**src/prxyz_pkg.sv**
```systemverilog
`default_nettype none
// ----------------------------------------------------------------------------
// prxyz_pkg
// Shared types, widths and saturation helpers for the 3D point rotator.
// ----------------------------------------------------------------------------
package prxyz_pkg;

	// field formats
	localparam int COORD_W        = 32;  // Q16.16 coordinates
	localparam int TRIG_W         = 16;  // Q2.14 sine / cosine
	localparam int COORD_FRAC_BITS = 16;
	localparam int TRIG_FRAC_BITS = 14;

	// internal widths
	localparam int STAGE_W  = 40;                // coordinate between rotations
	localparam int PROD_W   = STAGE_W + TRIG_W;  // one product
	localparam int SUM_W    = PROD_W + 2;        // sum of two products plus rounding
	localparam int CFG_IDX_W = 3;

	// center z, fixed at build time
	localparam logic signed [COORD_W-1:0] PIVOT_Z = 32'sd0;

	localparam logic signed [COORD_W-1:0] COORD_MAX = {1'b0, {(COORD_W-1){1'b1}}};
	localparam logic signed [COORD_W-1:0] COORD_MIN = {1'b1, {(COORD_W-1){1'b0}}};
	localparam logic signed [STAGE_W-1:0] STAGE_MAX = {1'b0, {(STAGE_W-1){1'b1}}};
	localparam logic signed [STAGE_W-1:0] STAGE_MIN = {1'b1, {(STAGE_W-1){1'b0}}};

	// round half up before the floor shift
	localparam logic signed [SUM_W-1:0] RND_HALF = SUM_W'(64'd1 << (TRIG_FRAC_BITS - 1));

	// register indexes
	typedef enum logic [CFG_IDX_W-1:0] {
		REG_COS_A   = 3'd0,
		REG_SIN_A   = 3'd1,
		REG_COS_B   = 3'd2,
		REG_SIN_B   = 3'd3,
		REG_COS_G   = 3'd4,
		REG_SIN_G   = 3'd5,
		REG_PIVOT_X = 3'd6,
		REG_PIVOT_Y = 3'd7
	} reg_idx_t;

	typedef struct packed {
		logic signed [TRIG_W-1:0]  cos_a;
		logic signed [TRIG_W-1:0]  sin_a;
		logic signed [TRIG_W-1:0]  cos_b;
		logic signed [TRIG_W-1:0]  sin_b;
		logic signed [TRIG_W-1:0]  cos_g;
		logic signed [TRIG_W-1:0]  sin_g;
		logic signed [COORD_W-1:0] pivot_x;
		logic signed [COORD_W-1:0] pivot_y;
	} cfg_t;

	typedef struct packed {
		logic                      clip;
		logic signed [STAGE_W-1:0] val;
	} sat_stage_t;

	typedef struct packed {
		logic                      clip;
		logic signed [COORD_W-1:0] val;
	} sat_coord_t;

	// saturate a shifted sum to the stage range
	function automatic sat_stage_t sat_stage(input logic signed [SUM_W-1:0] v);
		sat_stage_t r;
		logic [SUM_W-STAGE_W:0] top;
		top = v[SUM_W-1:STAGE_W-1];
		if ((&top) || !(|top)) begin
			r.clip = 1'b0;
			r.val  = v[STAGE_W-1:0];
		end else begin
			r.clip = 1'b1;
			r.val  = v[SUM_W-1] ? STAGE_MIN : STAGE_MAX;
		end
		return r;
	endfunction

	// saturate a recentered coordinate to 32 bits
	function automatic sat_coord_t sat_coord(input logic signed [STAGE_W:0] v);
		sat_coord_t r;
		logic [STAGE_W-COORD_W+1:0] top;
		top = v[STAGE_W:COORD_W-1];
		if ((&top) || !(|top)) begin
			r.clip = 1'b0;
			r.val  = v[COORD_W-1:0];
		end else begin
			r.clip = 1'b1;
			r.val  = v[STAGE_W] ? COORD_MIN : COORD_MAX;
		end
		return r;
	endfunction

endpackage
`default_nettype wire

```
**src/prxyz_cfg.sv**
```systemverilog
`default_nettype none
// ----------------------------------------------------------------------------
// prxyz_cfg
// Register file for the rotation trig values and the center point.
// ----------------------------------------------------------------------------
module prxyz_cfg import prxyz_pkg::*; (
	input  wire logic                 clk,
	input  wire logic                 arst_n,
	input  wire logic                 cfg_wr_en,
	input  wire logic [CFG_IDX_W-1:0] cfg_index,
	input  wire logic [COORD_W-1:0]   cfg_data,
	output cfg_t                      cfg
);

	cfg_t regs_q;

	// one register per index, written on enable
	always_ff @(posedge clk or negedge arst_n) begin
		if (!arst_n) begin
			regs_q.cos_a   <= 16'sd16384;
			regs_q.sin_a   <= '0;
			regs_q.cos_b   <= 16'sd16384;
			regs_q.sin_b   <= '0;
			regs_q.cos_g   <= 16'sd16384;
			regs_q.sin_g   <= '0;
			regs_q.pivot_x <= '0;
			regs_q.pivot_y <= '0;
		end else if (cfg_wr_en) begin
			case (reg_idx_t'(cfg_index))
				REG_COS_A:   regs_q.cos_a   <= cfg_data[TRIG_W-1:0];
				REG_SIN_A:   regs_q.sin_a   <= cfg_data[TRIG_W-1:0];
				REG_COS_B:   regs_q.cos_b   <= cfg_data[TRIG_W-1:0];
				REG_SIN_B:   regs_q.sin_b   <= cfg_data[TRIG_W-1:0];
				REG_COS_G:   regs_q.cos_g   <= cfg_data[TRIG_W-1:0];
				REG_SIN_G:   regs_q.sin_g   <= cfg_data[TRIG_W-1:0];
				REG_PIVOT_X: regs_q.pivot_x <= cfg_data;
				REG_PIVOT_Y: regs_q.pivot_y <= cfg_data;
				default: ;
			endcase
		end
	end

	assign cfg = regs_q;

endmodule
`default_nettype wire

```
**config.mk**
```make
export PLATFORM = sky130hd
export DESIGN_NAME = prxyz_cfg
export DESIGN_NICKNAME = d
export VERILOG_FILES = /design/src/prxyz_pkg.sv /design/src/prxyz_cfg.sv
export SDC_FILE = /design/constraint.sdc
export NUM_CORES = 1
export LEC_CHECK = 0
export BUFFER_PORTS_ARGS = -buffer_cell sky130_fd_sc_hd__buf_2
export CORE_UTILIZATION = 45
export DETAILED_ROUTE_END_ITERATION = 8
export PLACE_DENSITY = 0.84
export SYNTH_ARGS = -nofsm -noshare
export SYNTH_HDL_FRONTEND = slang
export SYNTH_SLANG_ARGS = --single-unit
```
**constraint.sdc**
```tcl
create_clock -name clk -period 2.2 [get_ports clk]
set_input_delay 0.22 -clock clk [delete_from_list [all_inputs] [get_ports clk]]
set_output_delay 0.22 -clock clk [all_outputs]
set_load 0.02 [all_outputs]
```
; ---- Yosys cells after proc, flatten, opt, wreduce, memory -nomap -nowiden
; Index checks and enable logic that the tools add are counted.
[classes]
addsub = 0
shifts = 0
n_reduce_logical = 9
order_cmp = 0
n_mul = 0
div_mod_pow = 0
muxes = 0
bitwise_logic = 0
n_eq_ne = 7
[op_table]
columns = cell, n
row1 = $reduce_and A2 Y1, 8
row2 = $eq A3 B3 Y1 const B, 4
row3 = $eq A3 B2 Y1 const B, 2
row4 = $eq A3 B1 Y1 const B, 1
row5 = $logic_not A3 Y1, 1
[word_totals]
latch_bits = 0
out_inout_bits = 160
ramBits = 0
mem_count = 0
ff_bits = 160
mem_bits_ro = 0
elab_cells = 24
input_bits = 38

; ---- Longest topological paths before layout
; Gate-level depths: netlist of run 1.
[depth]
depth_word = 2
ltp_mapped = 5
ltp_nobuf = 2

; ---- Worst setup path after synthesis of run 1
; No wires, ideal clock.
[synth_path]
kind = input-to-reg
startpoint = input cfg_index[0]
endpoint = register regs_q, in the netlist cfg[150]
n_path_buf = 2
required_time_ns = 2.075
setup_slack_ns = 0.766
stages = 4
setup_ns = 0.125
arrival_ns = 1.309
path_cell_list = buf_6 -> nor4b_4 -> buf_8 -> mux2_4
[synth_via]
elab_chain_cells = 2
[synth_lines]
columns = element, line
row1 = "start, declared", prxyz_cfg.sv:10  ; input wire logic [CFG_IDX_W-1:0] cfg_index,
row2 = $logic_not A3 Y1, prxyz_cfg.sv:29  ; case (reg_idx_t'(cfg_index))
row3 = $reduce_and A2 Y1 (no line), --
row4 = "end, declared", prxyz_cfg.sv:15  ; cfg_t regs_q;
; No other way between the ends.
; A chain may end at the register's enable or synchronous reset.

; ---- Worst setup path after layout of run 1
[layout_path]
startpoint = register regs_q, in the netlist cfg[126]
endpoint = output cfg[126] (netlist bit)
[layout_rtl]
columns = element, line
row1 = "end, declared", prxyz_cfg.sv:12  ; output cfg_t cfg
; No word-level cell between the ends.

==> results of run 1 <==
## stage by stage
| step | hold WS [ps] | power (W) | worst slack [ps] |
|---|---|---|---|
| final | 44.8 | 0.00921 | 864 |
| after global routing | 28.1 | 0.00960 | 811 |
| after CTS | 19.1 | 0.00931 | 828 |
| after detailed placement | 209 | 0.00641 | 503 |
| after global placement | 206 | 0.00631 | 579 |
| after floorplan | -75.6 | 0.00542 | 766 |
## metal layers
layer,up-vias,part of all wire [%],track usage [%]
met5,-,0,0
met4,0,1.6,7.53
met3,20,7.0,6.37
met2,151,48,32.9
met1,1936,44,26.6
li1,1666,-,-
## report_power, final
part	total, W	switching [W]	internal, W
Sequential	0.00394	0.000343	0.00360
Combinational	0.00241	0.00142	0.000989
Clock	0.00286	0.00126	0.00160
## worst max-delay path by stage
stage | cells after the start | to | start
after floorplan | 4 | cfg[150] | cfg_index[0]
after global placement | 3 | cfg[103] | cfg_index[2]
after detailed placement | 3 | cfg[73] | cfg_index[1]
after CTS | 1 | cfg[126] | cfg[126]
after global routing | 1 | cfg[126] | cfg[126]
final | 1 | cfg[126] | cfg[126]
## layout make-up
cell class / count / area (um^2) / share of cell area, %
multi-input combinational: 168 / 1980 / 25.1
clock buffer: 17 / 425 / 5.39
clock inverter: 15 / 150 / 1.90
sequential: 160 / 4010 / 50.8
timing repair buffer: 209 / 1110 / 14.1
tap: 176 / 220 / 2.79
## placed cells by master (no fill, tap or decap), types with 3 or more instances in the layout
| cell | count |
|---|---|
| sky130_fd_sc_hd__buf_2 | 196 |
| sky130_fd_sc_hd__dfrtp_1 | 157 |
| sky130_fd_sc_hd__mux2_2 | 150 |
| sky130_fd_sc_hd__clkbuf_16 | 17 |
| sky130_fd_sc_hd__mux2_4 | 10 |
| sky130_fd_sc_hd__buf_4 | 9 |
| sky130_fd_sc_hd__inv_6 | 7 |
| sky130_fd_sc_hd__nor4bb_4 | 3 |
| sky130_fd_sc_hd__dfstp_2 | 3 |
| sky130_fd_sc_hd__clkinvlp_4 | 3 |
## logic make-up (layout without fill, tap and decap cells)
| family | count (synthesis) | after routing | share of synthesized area (%) |
|---|---|---|---|
| muxes | 160 | 160 | 30.2 |
| DFF | 160 | 160 | 65.9 |
| buffers and inverters | 19 | 241 | 2.28 |
| and+or+nand+nor | 8 | 8 | 1.62 |
==> summary by stage, run 1 <==
Synth
sky130_fd_sc_hd__dfrtp_1 takes more of the synthesized area than any other cell. The number of flops mapped to enable cells by yosys is 0. The register bit total from synthesis is 160. In the post-synthesis netlist, the biggest area contributors are sky130_fd_sc_hd__dfrtp_1, sky130_fd_sc_hd__mux2_2, sky130_fd_sc_hd__mux2_4, sky130_fd_sc_hd__dfstp_2, sky130_fd_sc_hd__buf_2. The total of warnings raised by yosys is 0. Each instance of the synthesized netlist takes up on average 17.5 um^2. The number of instances in the synthesized netlist is 347. When the netlist entered floorplanning its net count stood at 385. After synthesis, the most frequently instantiated cells are sky130_fd_sc_hd__dfrtp_1, sky130_fd_sc_hd__mux2_2, sky130_fd_sc_hd__buf_2.

Sequential cells were found to cover 65.9% of the synthesized design area. The number of different library cells in the post-synthesis netlist is 13. For this run, asynchronously set or reset flops after synthesis account for 100%. The mapped netlist covers 0.00608 mm^2. Of the post-synthesis cell area, the dominant cell type holds 64.6%.

The most used flip-flop cell after synthesis is sky130_fd_sc_hd__dfrtp_1. Yosys instantiated no cell more often than sky130_fd_sc_hd__dfrtp_1.

Worst setup path
The signal on the critical path passes through buf_2. In this run the register-to-register setup slack is 1410 ps. The capturing element type of the critical path is a primary output. The data arrival time of the critical path is 1120 ps. Broken down by cell family, the worst path's largest delay share belongs to flip-flops. The worst-path maximum fanout is 2. In this run the critical register-to-register path is captured at cfg[153]. Measured in cells, the most critical reg-to-reg path has a length of 1. The data required time at the worst endpoint is 1980 ps.

For this design, the slowest cell found on the critical path is sky130_fd_sc_hd__dfstp_2. The longest individual stage delay on the worst path is 540 ps. The launching element type of the critical path is a flop. The number of buffers and inverters on the critical path is 1. The worst flop-to-flop path startpoint is cfg[153].

The worst setup path category is reg2out.

GRT
The first global-routing pass estimated 21.8 mm of wire. The number of antenna violations at the first check in global routing is 0. The via count of the first global-routing pass is 3974. The leftover overflow at the end of global routing is 0. The total routing resource utilization after global routing is 20.7%. Entering global routing, the biggest net connects 62 pins.

Floorplan
For this configuration, the core starts out at a cell density of 46.1%. The number of placed I/O pins is 198. The horizontal die dimension is 118 um. In this run the vertical extent of the chip is 118 um. The die covers 0.0140 mm^2. The core outline area is 0.0132 mm^2. Row generation in the floorplan step produced 42 rows.

Clock tree
The CTS root buffer is sky130_fd_sc_hd__clkbuf_16. Buffers added to address setup during post-CTS repair amount to 0. In this run the number of H-tree levels came out at 4. The clock edge transition at the registers on the reported setup and hold paths is 60 ps. Counting the buffers created by CTS gives 17. The number of sinks on the clock net is 160. The number of buffers inserted by hold repair at cts is 1. The insertion delay of the later-clocked pin in the worst-skew pair is 420 ps. After clock tree synthesis, the repair step resized 0 gates. The CTS tree is done.

In this run the deepest clock path goes through 2 buffers.

Placed design
Once placement completed, the tool counted placed cells totaling 712. Summing all placed instances gives a cell area of 0.00731 mm^2. The count of buffers inserted at the top-level ports is 197. The weighted congestion at the end of routability-driven global placement is 0.766. Once detailed placement completed, the half-perimeter wirelength came to 9.35 mm.

STA
Adding up every negative setup slack in the final design gives 0 ps. The total count of hold-check failures in the final report is 0. For the pin with the worst max-slew slack, the measured transition is 666 ps. The final clock skew is 0 ps.

The worst slew slack as a fraction of its limit is 55.5%. Based on the critical path, the design can be clocked at up to 749 MHz. Subtracting the final worst setup slack from the clock period gives 1340 ps. The count of pins over their slew limit is 0. The final critical path takes up 60.7% of the cycle.

Setup violations remaining at the end of the flow were counted as 0. Setup repair after global routing left no endpoint under its margin.

Detailed routing
The number of optimization iterations in the first detailed-route pass is 4. The remaining antenna violation count is 0. Dividing the detail-routed via count by the number of cells gives 5.06.

In the final routed layout, each cell accounts on average for 18.2 um. The first routing iteration left 179 violations. After detailed routing, the total wire length is 13.6 mm.

For this run, design rule violations remaining after detail routing come to 0. Detailed routing inserted a total of 3773 vias.

Worst hold path
The terminating pin of the worst hold path is cfg[19]. The worst hold path was traced through 2 stages. The class of the most critical hold timing path is in2reg. The startpoint identified for the worst hold timing path is cfg_data[19].

Cells and area
Of the cells placed in the final design, the portion with a size suffix greater than 1 is 71.9%. For this run, the post-layout net count is 594. The flip-flop count of the largest register after layout is 160. The final non-filler cell total is 745.

The number of antenna diodes in the final layout is 0. At the end of the flow the core is filled with cells to 59.9%. The final design area excluding fillers is 0.00790 mm^2. Relative to the synthesized area, the layout overhead comes to 29.8%. The filler cell count is 997.

Power and ir drop
Summed over all cells, the static leakage comes to 3.84 nW. The largest voltage drop on the vdd net is 0.497 mV. For this design the ratio of total power to cell area is 1170 mW/mm^2.

Job
Max-cap violations in this run came to 0.

Status
The flow ran to the end, and the final reports show no timing, DRC or antenna violations.
No activity file was read; power rests on OpenSTA's default activity.
==> run 2, diff against run 1 <==
Clock period 2.2 ns to 1.3 ns, I/O delays scaled along.
==> run 2 against run 1 <==
  * Flip-flop and latch count is the same
  * Power rose by 74%
  * Combinational power rose by 73%
  * Setup slack got worse by 820 ps
  * Critical path type unchanged
  * Critical endpoint is now cfg[94]
  * Largest power group unchanged
  * Highest routed layer unchanged
==> summary by stage, run 2 (synthesis gave the netlist of run 1 again) <==
Status
The flow ran to the end, and the final reports show no timing, DRC or antenna violations.

Worst setup path
The capturing element type of the critical path is a primary output. The critical path buffer and inverter count was 1 (unchanged). The worst setup path is launched from a flop. The data arrival time of the critical path was 1130 ps (about the same). The family with the most delay on the worst path is flip-flops. The worst-path cell with the longest stage delay is sky130_fd_sc_hd__dfstp_2. The longest individual stage delay on the worst path is 540 ps (about the same). The worst-path maximum fanout was 2 (unchanged). Walking the worst path, the cells encountered are buf_2. The worst setup path category is reg2out. The data required time at the worst endpoint came to 1170 ps (-810 ps).

Placed design
The weighted congestion at the end of routability-driven global placement is 0.711 (-7.2%). The count of buffers inserted at the top-level ports came to 197 (unchanged). The cell area after placement is 0.00744 mm^2 (+1.8%).

The worst setup timing slack at the placement stage was -138 ps (-641 ps). The placed wire-length estimate is 9.90 mm (+5.9%).

Cells and area
The count of inserted antenna diode cells is 0 (unchanged). The growth of design area from synthesis to finish is 35.1%. In the layout the commonest cells are sky130_fd_sc_hd__buf_2, sky130_fd_sc_hd__dfrtp_1, sky130_fd_sc_hd__mux2_2. The share of final-layout standard cells stronger than drive strength 1 is 70.1% (-1.8 points). The filler cell count is 976 (-2.1%). The area occupied by multi-input gates is 0.00198 mm^2 (unchanged). The most common cell after layout, fill and taps aside is sky130_fd_sc_hd__buf_2.

The final design area excluding fillers was 0.00822 mm^2 (+4.1%). The flip-flop count of the largest register after layout is 160 (unchanged). The final net count came to 614 (+3.4%).

The storage element area came to 0.00401 mm^2 (unchanged).

STA
The total count of hold-check failures in the final report came to 0 (unchanged). Setup repair after global routing left no endpoint under its margin. The worst hold-check slack is 39.9 ps (-4.91 ps).

Counting I/O delays and the setup requirement, the final critical path takes 1260 ps. The final setup violation count was 0 (unchanged). The top achievable clock speed is 795 MHz. The sum of negative setup slack is 0 ps (unchanged).

The final clock skew is 0 ps (unchanged). The slew at the pin closest to its max-slew limit is 518 ps (-148 ps). The count of pins over their slew limit is 0 (unchanged). The setup slack of the critical path after layout is 42.7 ps (-822 ps). Dividing the final minimum period by the clock period gives 96.7%. The worst slew slack as a fraction of its limit is 65.5% (+10 points).

Floorplan
The area of the die came to 0.0140 mm^2 (unchanged). The core outline area is 0.0132 mm^2 (unchanged). The number of placed I/O pins came to 198 (unchanged). The placement row count came to 42 (unchanged). The height of the chip is 118 um (unchanged).

The horizontal die dimension was 118 um (unchanged). The initial cell density of the core is 46.1% (unchanged).

Clock tree
The number of sinks on the clock net is 160 (unchanged). TritonCTS built the clock tree. The total clock buffers created by CTS is 17 (unchanged). The maximum count of clock buffers along a single path is 2 (unchanged). The clock edge transition at the registers on the reported setup and hold paths is 60 ps (about the same). The insertion delay of the later-clocked pin in the worst-skew pair is 420 ps (about the same).

The level count of the clock H-tree is 4 (unchanged). The root buffer cell chosen for the clock tree is sky130_fd_sc_hd__clkbuf_16.

Detailed routing
The number of optimization iterations in the first detailed-route pass was 4 (unchanged). The number of vias per cell is 5.03 (-0.60%). The via count of the routed design is 3846 (+1.9%).

The DRC violation count after routing came to 0 (unchanged). The remaining antenna violation count was 0 (unchanged). The wire length per cell is 18.9 um (+3.6%). The total wirelength of the detailed-routed design is 14.4 mm (+6.2%). The violation count after the first detailed-route iteration came to 159 (-11%).

Job
The count of maximum capacitance violations is 0 (unchanged).

Worst hold path
The class of the most critical hold timing path is in2reg.

Power and ir drop
The standby leakage power is 3.98 nW (+3.5%). The largest voltage drop on the vdd net came to 0.949 mV (+91%). The power density over the cells is 1940 mW/mm^2 (+67%).

GRT
The leftover overflow at the end of global routing was 0 (unchanged). The total routing resource utilization after global routing is 21.9% (+1.2 points). The global-route wire length before repair is 23.0 mm (+5.7%). The via count of the first global-routing pass was 4133 (+4.0%). The maximum number of pins on one net before global-route repair is 76 (+23%).

The number of antenna violations at the first check in global routing came to 0 (unchanged).
-- run 2: path summary, 6_finish.rpt --
path	startpoint	end	slack, ps	cells past startpoint
setup / recovery	cfg[94]	cfg[94]	40	1
hold reg to reg	cfg[107]	cfg[107]	500	1
max in group asynchronous	arst_n	cfg[94]	530	3
hold / removal	cfg_data[4]	cfg[132]	40	2
setup reg to reg	cfg[139]	cfg[139]	500	1
min in group asynchronous	arst_n	cfg[10]	70	2
-- run 2: power breakdown --
| part | internal [W] | leakage (nW) | switching (W) |
|---|---|---|---|
| clock | 0.00305 | 0.286 | 0.00208 |
| combinational | 0.00173 | 1.77 | 0.00243 |
| sequential | 0.00610 | 1.92 | 0.000597 |
| total | 0.0109 | 3.98 | 0.00511 |
-- run 2: per-stage QoR --
step                      std cells  power (W)  util [%]
after CTS                       764     0.0161      62.3
after detailed placement        716     0.0109      56.4
after floorplan                 347    0.00917         -
final                           764     0.0160      62.3
after global placement          716     0.0107      56.4
after global routing            764     0.0166      62.3
-- run 2: final cells by class --
cell class	count	share of cell area [%]
multi-input combinational	168	24.1
sequential	160	48.8
timing repair buffer	229	17.0
clock inverter	14	2.22
clock buffer	17	5.18
tap	176	2.68
-- run 2: repair_timing --
item,CTS,global route
gates resized for setup,0,0
hold buffers,17,0
hold endpoints to repair,191,0
setup buffers,0,0
-- run 2: routing by layer --
metal | vias up | GRT usage, % | part of all wire (%)
met5 | - | 0 | 0
met4 | 0 | 7.45 | 1.4
met3 | 16 | 6.66 | 6.4
met2 | 146 | 35.8 | 50
met1 | 1984 | 27.6 | 43
li1 | 1700 | - | -
==> run 3, diff against run 2 <==
==> constraint.sdc (replaced) <==
create_clock -name clk -period 1.3 [get_ports clk]
set_input_delay 0.065 -clock clk [delete_from_list [all_inputs] [get_ports clk]]
set_output_delay 0.065 -clock clk [all_outputs]
set_load 0.02 [all_outputs]
==> run 3 against run 2 <==
  * Final cell count grew 1.7%
  * Routed wire length grew 1.3%
  * Count of clock-buffer cells in the layout grew 1
  * Non-clock buffer count grew 12
  * Fmax grew 4.1%
  * Combinational power is essentially flat
  * Clock power shrank 1%
==> summary by stage, run 3 (synthesis gave the netlist of run 1 again) <==
Clock tree
The number of instances resized during post-cts repair is 0 (unchanged). The number of post-CTS setup repair buffers was 0 (unchanged). The total clock buffers created by CTS is 17 (unchanged).

The number of sinks on the clock net is 160 (unchanged). The level count of the clock H-tree is 4 (unchanged). The clock edge transition at the registers on the reported setup and hold paths is 60 ps (about the same). The number of buffers inserted by hold repair at cts is 30 (+13). TritonCTS built the clock tree. The root buffer cell chosen for the clock tree is sky130_fd_sc_hd__clkbuf_16. The maximum count of clock buffers along a single path is 2 (unchanged). The insertion delay of the later-clocked pin in the worst-skew pair is 420 ps (about the same).

STA
Setup repair after global routing left no endpoint under its margin. The count of pins over their slew limit is 0 (unchanged). The final setup violation count is 0 (unchanged). The sum of negative setup slack came to 0 ps (unchanged). The top achievable clock speed was 828 MHz (+4.1%). The post-route clock period utilization was 92.9% (-3.8 points). The time the final worst path needs with I/O delays and setup is 1210 ps (-49.0 ps). The worst slew slack as a fraction of its limit is 71.0% (+5.6 points). The setup slack of the critical path after layout was 91.7 ps (+49.0 ps). The slew at the pin closest to its max-slew limit is 434 ps (-83.6 ps). The final clock skew is 0 ps (unchanged). The total count of hold-check failures in the final report is 0 (unchanged).

Worst setup path
The launch point of the worst path is cfg[126]. The cell family contributing the most delay on the critical path is flip-flops. The critical path goes through buf_2. The worst-path maximum fanout was 2 (unchanged). The worst register-to-register path ends at cfg[10].

The most critical setup path has its endpoint at cfg[126]. The data arrival time of the critical path was 1140 ps (about the same). The longest individual stage delay on the worst path came to 560 ps (+20 ps). The worst flop-to-flop path startpoint is cfg[10].

The depth of the worst register-to-register path came to 1 (unchanged). The capturing element type of the critical path is a primary output. On the critical path, the stage with the largest delay is an instance of sky130_fd_sc_hd__dfstp_2. The data required time at the worst endpoint is 1240 ps (+70 ps). The worst-case register-to-register setup slack is 500 ps (about the same). The launching element type of the critical path is a flop. The critical path buffer and inverter count was 1 (unchanged).

The worst setup path category is reg2out. The depth of the critical timing path with buffers and inverters included is 1 (unchanged).

Worst hold path
The class of the most critical hold timing path is in2async.

Cells and area
The flip-flop count of the largest register after layout came to 160 (unchanged). The count of inserted antenna diode cells came to 0 (unchanged). The filler cell count is 952 (-2.5%). The library cells used most frequently in the layout, excluding fill and tap cells, are sky130_fd_sc_hd__buf_2, sky130_fd_sc_hd__dfrtp_1, sky130_fd_sc_hd__mux2_2. The growth of design area from synthesis to finish is 36.9%. The library cell used most frequently in the layout, excluding fill and tap cells, is sky130_fd_sc_hd__buf_2.

The final net count is 626 (+2.0%). The final non-filler cell total was 777 (+1.7%). The final design area excluding fillers came to 0.00833 mm^2 (+1.3%). The share of final-layout standard cells stronger than drive strength 1 is 68.6% (-1.5 points).

Status
The run finished with clean final reports.

Placed design
The weighted congestion at the end of routability-driven global placement is 0.775 (+9.1%). The count of buffers inserted at the top-level ports was 197 (unchanged). The worst setup timing slack at the placement stage is -33.2 ps (+104 ps).

The number of cells after detailed placement is 715 (-0.14%). The placed wire-length estimate came to 9.75 mm (-1.5%). The cell area after placement came to 0.00742 mm^2 (-0.27%).

GRT
The total routing resource utilization after global routing is 21.8% (-0.11 points). The via count of the first global-routing pass is 4228 (+2.3%). The number of antenna violations at the first check in global routing was 0 (unchanged).

The leftover overflow at the end of global routing came to 0 (unchanged). The maximum number of pins on one net before global-route repair came to 84 (+11%). The global-route wire length before repair is 23.1 mm (+0.45%).

Detailed routing
The via count of the routed design is 3943 (+2.5%). The DRC violation count after routing is 0 (unchanged). The wire length per cell is 18.8 um (-0.38%). The total wirelength of the detailed-routed design came to 14.6 mm (+1.3%). The number of vias per cell is 5.07 (+0.81%). The violation count after the first detailed-route iteration is 155 (-2.5%).

The remaining antenna violation count came to 0 (unchanged). The number of optimization iterations in the first detailed-route pass came to 4 (unchanged).

Power and ir drop
The share of total power in combinational logic is 26.2% (+0.2 points). The share of power burned in the clock network is 31.7% (-0.4 points). The standby leakage power is 4.02 nW (+1.2%).

The power density over the cells was 1910 mW/mm^2 (-1.5%). The cell-internal power came to 0.0108 W (-0.76%). The power spent charging and discharging nets is 0.00516 W (+1.0%). The fraction of power spent switching nets is 32.3% (+0.39 points). The largest voltage drop on the vdd net is 0.997 mV (+5.0%). The sequential group share of total power is 42.1% (+0.2 points).

Floorplan
The initial cell density of the core is 46.1% (unchanged). The placement row count is 42 (unchanged). The number of placed I/O pins is 198 (unchanged). The area of the die came to 0.0140 mm^2 (unchanged). The horizontal die dimension is 118 um (unchanged). The height of the chip is 118 um (unchanged). The core outline area is 0.0132 mm^2 (unchanged).

Job
The count of maximum capacitance violations came to 0 (unchanged).
## run 3: final cells by class
type / count / area, um^2 / area share, %
multi-input cells: 168 / 1980 / 23.8
clock buffers: 18 / 439 / 5.27
repair buffers: 241 / 1510 / 18.1
clock inverters: 14 / 169 / 2.03
well taps: 176 / 220 / 2.64
flip-flops and latches: 160 / 4010 / 48.1
## run 3: stage by stage
| stage | hold WS, ps | utilization (%) | total power (W) |
|---|---|---|---|
| 6_report | 15.7 | 63.1 | 0.0159 |
| 5_1_grt | 8.90 | 63.1 | 0.0166 |
| 4_1_cts | 5.77 | 63.1 | 0.0160 |
| 2_1_floorplan | -231 | - | 0.00917 |
| 3_3_place_gp | -120 | 56.3 | 0.0107 |
| 3_5_place_dp | -115 | 56.3 | 0.0109 |
## run 3: worst min-delay path by stage
| stage | start | to |
|---|---|---|
| global placement | arst_n | cfg[107] |
| finish | arst_n | cfg[107] |
| detailed placement | arst_n | cfg[107] |
| global route | cfg_data[13] | cfg[45] |
| floorplan | arst_n | cfg[0] |
| CTS | arst_n | cfg[107] |
## run 3: power by group through the flow
stage               clock network (W)  registers, W  logic, W
CTS                           0.00513       0.00670   0.00421
detailed placement                  0       0.00677   0.00413
floorplan                           0       0.00808   0.00109
finish                        0.00506       0.00671   0.00418
global route                  0.00537       0.00683   0.00440
global placement                    0       0.00669   0.00403
## run 3: per-layer routing
metal | wire [um] | GRT usage, %
met1 | 6460 | 28.2
met5 | 0 | 0
met2 | 7100 | 35.6
met3 | 921 | 6.47
met4 | 145 | 5.93
